<file path="src/design/isot_pkg.sv">
package isot_pkg;

  localparam int DEPTH_DEF  = 16;
  localparam int ELEM_W_DEF = 32;

  // Widths fixed by the port list.
  localparam int CNT_W = 5;
  localparam int VAL_W = 32;

  localparam logic [CNT_W-1:0] CAP_RESET = CNT_W'(16);

  typedef enum logic [1:0] {
    ST_DONE    = 2'd0,
    ST_DUP     = 2'd1,
    ST_FULL    = 2'd2,
    ST_MISSING = 2'd3
  } status_t;

  typedef enum logic {
    OP_INSERT = 1'b0,
    OP_REMOVE = 1'b1
  } op_t;

  // Commands from the controller to the datapath.
  typedef struct packed {
    logic load;    // capture the input word and the match vector
    logic commit;  // update the table and fill the output register
  } ctl_cmd_t;

endpackage

</file>
<file path="src/design/insertion_ordered_set_table.sv">
// Insertion-ordered set of distinct values.
// Input channel: in_operation (0 insert, 1 remove) and in_value, with
// in_valid/in_ready. Result channel: out_status, out_count, out_is_empty,
// out_oldest_value and out_newest_value, with out_valid/out_ready; every
// input word yields exactly one result word.
// In the accept cycle all live entries are compared against the value in
// parallel; in the execute state, once the output register is empty or being
// taken, the table is appended to or shifted down and the output register is
// loaded. One word is in flight at a time. The output register lets the next
// word be accepted while a result waits; if the receiver stalls, that second
// word is held until the output register frees, and no further input is taken
// meanwhile.
// cfg_wr_en/cfg_wr_data set the capacity and may only be written while idle.
// Reset empties the set and sets the capacity to 16; entry storage is not
// cleared since only entries below the count are ever read.
module insertion_ordered_set_table #(
  parameter int DEPTH  = isot_pkg::DEPTH_DEF,
  parameter int ELEM_W = isot_pkg::ELEM_W_DEF
) (
  input  logic                        clk,
  input  logic                        rst_n,
  input  logic                        cfg_wr_en,
  input  logic [isot_pkg::CNT_W-1:0]  cfg_wr_data,
  input  logic                        in_valid,
  output logic                        in_ready,
  input  logic                        in_operation,
  input  logic [isot_pkg::VAL_W-1:0]  in_value,
  output logic                        out_valid,
  input  logic                        out_ready,
  output logic [1:0]                  out_status,
  output logic [isot_pkg::CNT_W-1:0]  out_count,
  output logic                        out_is_empty,
  output logic [isot_pkg::VAL_W-1:0]  out_oldest_value,
  output logic [isot_pkg::VAL_W-1:0]  out_newest_value
);
  import isot_pkg::*;

  ctl_cmd_t cmd;

  isot_ctrl u_ctrl (
    .clk       (clk),
    .rst_n     (rst_n),
    .in_valid  (in_valid),
    .in_ready  (in_ready),
    .out_valid (out_valid),
    .out_ready (out_ready),
    .cmd       (cmd)
  );

  isot_dp #(
    .DEPTH  (DEPTH),
    .ELEM_W (ELEM_W)
  ) u_dp (
    .clk              (clk),
    .rst_n            (rst_n),
    .cmd              (cmd),
    .cfg_wr_en        (cfg_wr_en),
    .cfg_wr_data      (cfg_wr_data),
    .in_operation     (in_operation),
    .in_value         (in_value),
    .out_status       (out_status),
    .out_count        (out_count),
    .out_is_empty     (out_is_empty),
    .out_oldest_value (out_oldest_value),
    .out_newest_value (out_newest_value)
  );

endmodule

</file>
<file path="src/design/isot_ctrl.sv">
module isot_ctrl (
  input  logic              clk,
  input  logic              rst_n,
  input  logic              in_valid,
  output logic              in_ready,
  output logic              out_valid,
  input  logic              out_ready,
  output isot_pkg::ctl_cmd_t cmd
);
  import isot_pkg::*;

  typedef enum logic {
    S_IDLE,
    S_EXEC
  } state_t;

  state_t state_r, state_nxt;
  logic   out_valid_r, out_valid_nxt;
  logic   load, commit;

  assign in_ready = (state_r == S_IDLE);
  assign load     = in_valid && in_ready;
  // The result may overwrite the output register once it is empty or being taken.
  assign commit   = (state_r == S_EXEC) && (!out_valid_r || out_ready);

  always_comb begin
    state_nxt     = state_r;
    out_valid_nxt = out_valid_r;
    if (out_valid_r && out_ready) begin
      out_valid_nxt = 1'b0;
    end
    unique case (state_r)
      S_IDLE: begin
        if (load) begin
          state_nxt = S_EXEC;
        end
      end
      S_EXEC: begin
        if (commit) begin
          state_nxt     = S_IDLE;
          out_valid_nxt = 1'b1;
        end
      end
      default: state_nxt = S_IDLE;
    endcase
  end

  always_ff @(posedge clk) begin
    if (!rst_n) begin
      state_r     <= S_IDLE;
      out_valid_r <= 1'b0;
    end else begin
      state_r     <= state_nxt;
      out_valid_r <= out_valid_nxt;
    end
  end

  assign out_valid  = out_valid_r;
  assign cmd.load   = load;
  assign cmd.commit = commit;

endmodule

</file>
<file path="src/design/isot_dp.sv">
module isot_dp #(
  parameter int DEPTH  = isot_pkg::DEPTH_DEF,
  parameter int ELEM_W = isot_pkg::ELEM_W_DEF
) (
  input  logic                        clk,
  input  logic                        rst_n,
  input  isot_pkg::ctl_cmd_t          cmd,
  input  logic                        cfg_wr_en,
  input  logic [isot_pkg::CNT_W-1:0]  cfg_wr_data,
  input  logic                        in_operation,
  input  logic [isot_pkg::VAL_W-1:0]  in_value,
  output logic [1:0]                  out_status,
  output logic [isot_pkg::CNT_W-1:0]  out_count,
  output logic                        out_is_empty,
  output logic [isot_pkg::VAL_W-1:0]  out_oldest_value,
  output logic [isot_pkg::VAL_W-1:0]  out_newest_value
);
  import isot_pkg::*;

  localparam int IDX_W     = (DEPTH > 1) ? $clog2(DEPTH) : 1;
  localparam int CNT_MAX   = (1 << CNT_W) - 1;
  localparam int DEPTH_LIM = (DEPTH > CNT_MAX) ? CNT_MAX : DEPTH;

  logic [ELEM_W-1:0] entries_r [DEPTH];
  logic [CNT_W-1:0]  cnt_r, cnt_nxt;
  logic [CNT_W-1:0]  cap_r;

  // Captured word and per-entry match flags.
  op_t               op_r;
  logic [ELEM_W-1:0] val_r;
  logic [DEPTH-1:0]  match_r;
  logic [DEPTH-1:0]  match_now;
  logic [ELEM_W-1:0] in_elem;

  logic [CNT_W-1:0]  limit;
  logic [CNT_W-1:0]  cnt_m1, rd_cnt;
  logic [IDX_W-1:0]  pos, rd_idx;
  logic              hit, full, ins_do, rm_do, pos_first, pos_last;
  status_t           status;
  logic [ELEM_W-1:0] oldest, newest;

  logic [1:0]        status_r;
  logic [CNT_W-1:0]  count_r;
  logic              empty_r;
  logic [VAL_W-1:0]  oldest_r, newest_r;

  assign in_elem = ELEM_W'(in_value);

  // Every live entry is compared at once; stale entries at or above the count are masked.
  always_comb begin
    for (int i = 0; i < DEPTH; i++) begin
      match_now[i] = (entries_r[i] == in_elem) && (32'(i) < 32'(cnt_r));
    end
  end

  // Live entries are distinct, so at most one flag is set and an OR encode gives its place.
  always_comb begin
    pos = '0;
    for (int i = 0; i < DEPTH; i++) begin
      pos = pos | (match_r[i] ? IDX_W'(i) : '0);
    end
  end

  assign limit     = (32'(cap_r) < 32'(DEPTH_LIM)) ? cap_r : CNT_W'(DEPTH_LIM);
  assign hit       = |match_r;
  assign full      = (cnt_r >= limit);
  assign ins_do    = (op_r == OP_INSERT) && !full && !hit;
  assign rm_do     = (op_r == OP_REMOVE) && hit;
  assign cnt_m1    = cnt_r - CNT_W'(1);
  assign pos_first = (pos == '0);
  assign pos_last  = (32'(pos) == 32'(cnt_m1));

  always_comb begin
    if (op_r == OP_INSERT) begin
      status = full ? ST_FULL : (hit ? ST_DUP : ST_DONE);
    end else begin
      status = hit ? ST_DONE : ST_MISSING;
    end
  end

  always_comb begin
    cnt_nxt = cnt_r;
    if (ins_do) begin
      cnt_nxt = cnt_r + CNT_W'(1);
    end else if (rm_do) begin
      cnt_nxt = cnt_m1;
    end
  end

  // Newest entry after the operation, read from the table before it changes.
  assign rd_cnt = (rm_do && pos_last) ? (cnt_r - CNT_W'(2)) : cnt_m1;
  assign rd_idx = IDX_W'(rd_cnt);

  always_comb begin
    if (cnt_nxt == '0) begin
      oldest = '0;
      newest = '0;
    end else begin
      if (ins_do && cnt_r == '0) begin
        oldest = val_r;
      end else if (rm_do && pos_first) begin
        oldest = entries_r[1];
      end else begin
        oldest = entries_r[0];
      end
      newest = ins_do ? val_r : entries_r[rd_idx];
    end
  end

  // Table storage: append at the count, or shift every entry from the hit upward down by one.
  always_ff @(posedge clk) begin
    if (cmd.commit) begin
      for (int i = 0; i < DEPTH; i++) begin
        if (ins_do && (32'(cnt_r) == 32'(i))) begin
          entries_r[i] <= val_r;
        end else if (rm_do && (i < DEPTH - 1) && (32'(pos) <= 32'(i))) begin
          entries_r[i] <= entries_r[(i < DEPTH - 1) ? i + 1 : i];
        end
      end
    end
  end

  always_ff @(posedge clk) begin
    if (!rst_n) begin
      cnt_r <= '0;
      cap_r <= CAP_RESET;
    end else begin
      if (cfg_wr_en) begin
        cap_r <= cfg_wr_data;
      end
      if (cmd.commit) begin
        cnt_r <= cnt_nxt;
      end
    end
  end

  always_ff @(posedge clk) begin
    if (cmd.load) begin
      op_r    <= op_t'(in_operation);
      val_r   <= in_elem;
      match_r <= match_now;
    end
    if (cmd.commit) begin
      status_r <= status;
      count_r  <= cnt_nxt;
      empty_r  <= (cnt_nxt == '0);
      oldest_r <= VAL_W'(oldest);
      newest_r <= VAL_W'(newest);
    end
  end

  assign out_status       = status_r;
  assign out_count        = count_r;
  assign out_is_empty     = empty_r;
  assign out_oldest_value = oldest_r;
  assign out_newest_value = newest_r;

endmodule

</file>
<file path="config.mk">
export PLATFORM = sky130hd
export DESIGN_NAME = insertion_ordered_set_table
export DESIGN_NICKNAME = d
export VERILOG_FILES = /design/src/design/isot_pkg.sv /design/src/design/insertion_ordered_set_table.sv /design/src/design/isot_ctrl.sv /design/src/design/isot_dp.sv
export SDC_FILE = /design/constraint.sdc
export NUM_CORES = 2
export LEC_CHECK = 0
export BUFFER_PORTS_ARGS = -buffer_cell sky130_fd_sc_hd__buf_2
export CELL_PAD_IN_SITES_DETAIL_PLACEMENT = 0
export CELL_PAD_IN_SITES_GLOBAL_PLACEMENT = 1
export CORE_ASPECT_RATIO = 1.5
export CORE_MARGIN = 2
export CORE_UTILIZATION = 56
export DETAILED_ROUTE_END_ITERATION = 6
export PLACE_DENSITY = 0.92
export SYNTH_ARGS = -nofsm -noshare
export SYNTH_HDL_FRONTEND = slang
export SYNTH_HIERARCHICAL = 1
export SYNTH_SLANG_ARGS = --single-unit
</file>
<file path="constraint.sdc">
create_clock -name clk -period 16.3 [get_ports clk]
set_clock_uncertainty 0.1 [all_clocks]
set_input_delay 0 -clock clk [delete_from_list [all_inputs] [get_ports clk]]
set_output_delay 0 -clock clk [all_outputs]
set_load 0.01 [all_outputs]
</file>
==> impl_metrics.tcl <==
set metrics [dict create \
    outcome "finished with violations" \
    violations "capacitance limit" \
    multiInputGateArea_mm2 0.0192 \
    synth_cell_types 70 \
    grt_pass1_wl_um 233000 \
    async_flop_share_pct 0 \
    gp_congestion 1.09 \
    grt_pass1_vias 30100 \
    io_buffers 116 \
    finalPower_uw 4240 \
    grt_max_degree 94 \
    ff_latch_area_mm2 0.0193 \
    clock-root-buffer "clkbuf_16" \
    clk_latency_ns 0.66 \
    clk_path_buf_depth 3 \
    start_kind "flip-flop" \
    rows 119 \
    hp-class "input pin to flip-flop" \
    vias_per_cell 7.21 \
    synth_edf_count 633 \
    fin_nets 3571 \
    mostFrequentLayoutCell "edfxtp_1" \
    place_worst_setup_slack_ns 9.72 \
    grt-ovfl-total 0 \
    wl_um 169000 \
    critPathMaxFanout 62 \
    drc 0 \
    start_util_pct 56.6 \
    synth_area_leader_cell "edfxtp_1" \
    firstDrtPassIters 7 \
    cts_tree "built" \
    drt_iter0_drc 5207 \
    min_period_ns 6.88 \
    rsz0062_at_grt "no" \
    finalWorstSetupSlack_ns 9.42 \
    path_cells "inv_1 > ha_1 > a21boi_1 > xor2_1 > nor3_2 > o311a_2 > xnor2_2 > buf_4 > buf_4 > mux2i_1 > a32oi_1 > a32oi_1 > nand3_1" \
    grt_use_total_pct 45.3 \
    ys_ff_latch 645 \
    final_layout_size_suffix_gt1_share_pct 22.1 \
    slowest_stage "xnor2_2" \
    area_growth_pct 10.2 \
    ys_seq_area_share_pct 48.5 \
    crit_arrival_ns 7.11 \
    antenna_found_initial 14 \
    ys_top_cells_by_area "edfxtp_1, mux2_2, xnor2_1, xor2_1, mux2i_1" \
    dieArea_mm2 0.0731 \
    synth_ff_type "edfxtp_1" \
    max_cap_viol_count 2 \
    h-tree-depth 3 \
    cts_made_buffers 67 \
    synth_top_area_share_pct 47.9 \
    dieWidth_um 221 \
    synth_warnings 6 \
    hpwlAfterDp_um 119000 \
    clk_pin_slew_ns 0.06 \
    finalCritPeriodShare_pct 42.2 \
    critPathCaptureType "flip-flop" \
    synthesis.nets 3565 \
    worst_slew_pin_slew_ns 1.48 \
    critPathKind "flip-flop to flip-flop" \
    slew_violations 0 \
    layout_common_cells "edfxtp_1, mux2_2, xnor2_1" \
    cp.required_ns 16.53 \
    slowest_delay_ns 1.00 \
    tns_ns 0 \
    vias 32200 \
    avgSynthCellArea_um2 11.3 \
    design.core.area_mm2 0.0701 \
    setup_viol 0 \
    ios 117 \
    netlist_instances 3506 \
    nFillCells 5627 \
    antenna_left 0 \
    report.final.hold_viol_count 0 \
    p_per_area_mw_per_mm2 97.0 \
    peakVddDrop_v 0.0000807 \
    maxSlewHeadroom_pct 0.484 \
    wire_per_inst_um 37.7 \
    netlist_area_mm2 0.0397 \
    cts.sinks 645 \
    die_h_um 330 \
    max_freq_mhz 145 \
    p_leak_uw 0.0148 \
    utilization_pct 62.4 \
]
state kept, by name, indices dropped and copies added, names as in the netlist, 2 cells and up:
signal	count
u_dp/entries_r	512
u_dp/out_newest_value	32
u_dp/out_count	5
u_dp/cap_r	5
u_dp/val_r	32
u_dp/cnt_r	5
u_dp/out_status	2
u_dp/match_r	16
u_dp/out_oldest_value	32
worst max-delay path: cells and delay by family (launching register included):
family / cells / cell delay, ns
buffers and inverters: 3 / 2.01
xor gates and xnor gates: 2 / 1.35
AOI/OAI and AO/OA: 4 / 1.26
DFF: 1 / 0.78
adders and majority gates: 1 / 0.43
muxes: 1 / 0.28
and+or+nand+nor: 2 / 0.26
what timing repair did:
item | in CTS | in global routing
hold buffers | 53 | 0
resized for setup | 0 | 0
endpoints found under the hold margin | 45 | 0
setup buffers | 0 | 0
endpoints found under the setup margin | 0 | 0
cell type report:
type | instances | area share (%)
diodes | 4 | 0.0229
clock buffers | 83 | 4.16
clock inverters | 35 | 0.778
inverters | 73 | 0.626
multi-input cells | 2482 | 44.0
flip-flops and latches | 645 | 44.0
well taps | 907 | 2.59
repair buffers | 243 | 3.81
Yosys cell counts (12+ instances only):
master	n
mux2_2	439
buf_1	36
dfxtp_1	12
buf_2	58
mux2i_1	147
nand3_1	63
o221ai_1	33
nand4_1	109
xnor2_1	312
ha_1	16
nor2_1	112
xor2_1	211
o21ai_1	20
o32ai_1	42
nand2_1	297
a32oi_1	85
o22ai_1	74
a21oi_1	116
a211oi_1	34
o21ai_0	135
clkbuf_1	198
buf_4	13
nor4_1	66
nor3_1	59
edfxtp_1	633
inv_1	72
or4_1	12
stage by stage:
stage,cells,hold WS [ns],area [um^2]
after floorplan,3506,-0.00136,39700
after global placement,4297,0.108,41000
after detailed placement,4297,0.108,41000
after CTS,4468,0.0885,43700
after global routing,4468,0.131,43700
final,4472,0.103,43700
worst paths after layout:
check                                   from  slack (ns)  cells after the start                                endpoint
hold reg to reg     u_dp/val_r[24]$_DFFE_PP_        0.35                      0        u_dp/entries_r[15][24]$_DFFE_PP_
setup / recovery  u_dp/cnt_r[1]$_SDFFE_PN0P_        9.42                     13  u_dp/out_newest_value[1]$_SDFFCE_PP0P_
setup reg to reg  u_dp/cnt_r[1]$_SDFFE_PN0P_        9.42                     13  u_dp/out_newest_value[1]$_SDFFCE_PP0P_
hold / removal                     out_ready        0.10                      4             u_ctrl/out_valid$_SDFF_PN0_
power by group:
part / leakage (uW) / switching, uW / internal [uW]
sequential: 0.00585 / 58.4 / 1860
combinational: 0.00789 / 488 / 244
clock: 0.00106 / 698 / 890
total: 0.0148 / 1250 / 3000
routing by layer:
layer | wire, um | share of wire [%] | vias up | global-route usage [%]
met5 | 34 | 0.020 | - | 0
met4 | 18500 | 11 | 6 | 40.7
met3 | 21000 | 12 | 577 | 10.4
met2 | 73600 | 44 | 2750 | 68.8
met1 | 55600 | 33 | 15700 | 54.2
li1 | - | - | 13200 | -
kinds of logic after synthesis:
| family | share of synthesized area, % |
|---|---|
| compound gates | 9.91 |
| xor+xnor | 11.6 |
| fa+ha+maj | 0.504 |
| buf+inv | 3.91 |
| flops | 48.5 |
| mux | 16.2 |
| simple gates | 9.46 |
Note: power is estimated with default switching activity, not from simulation.
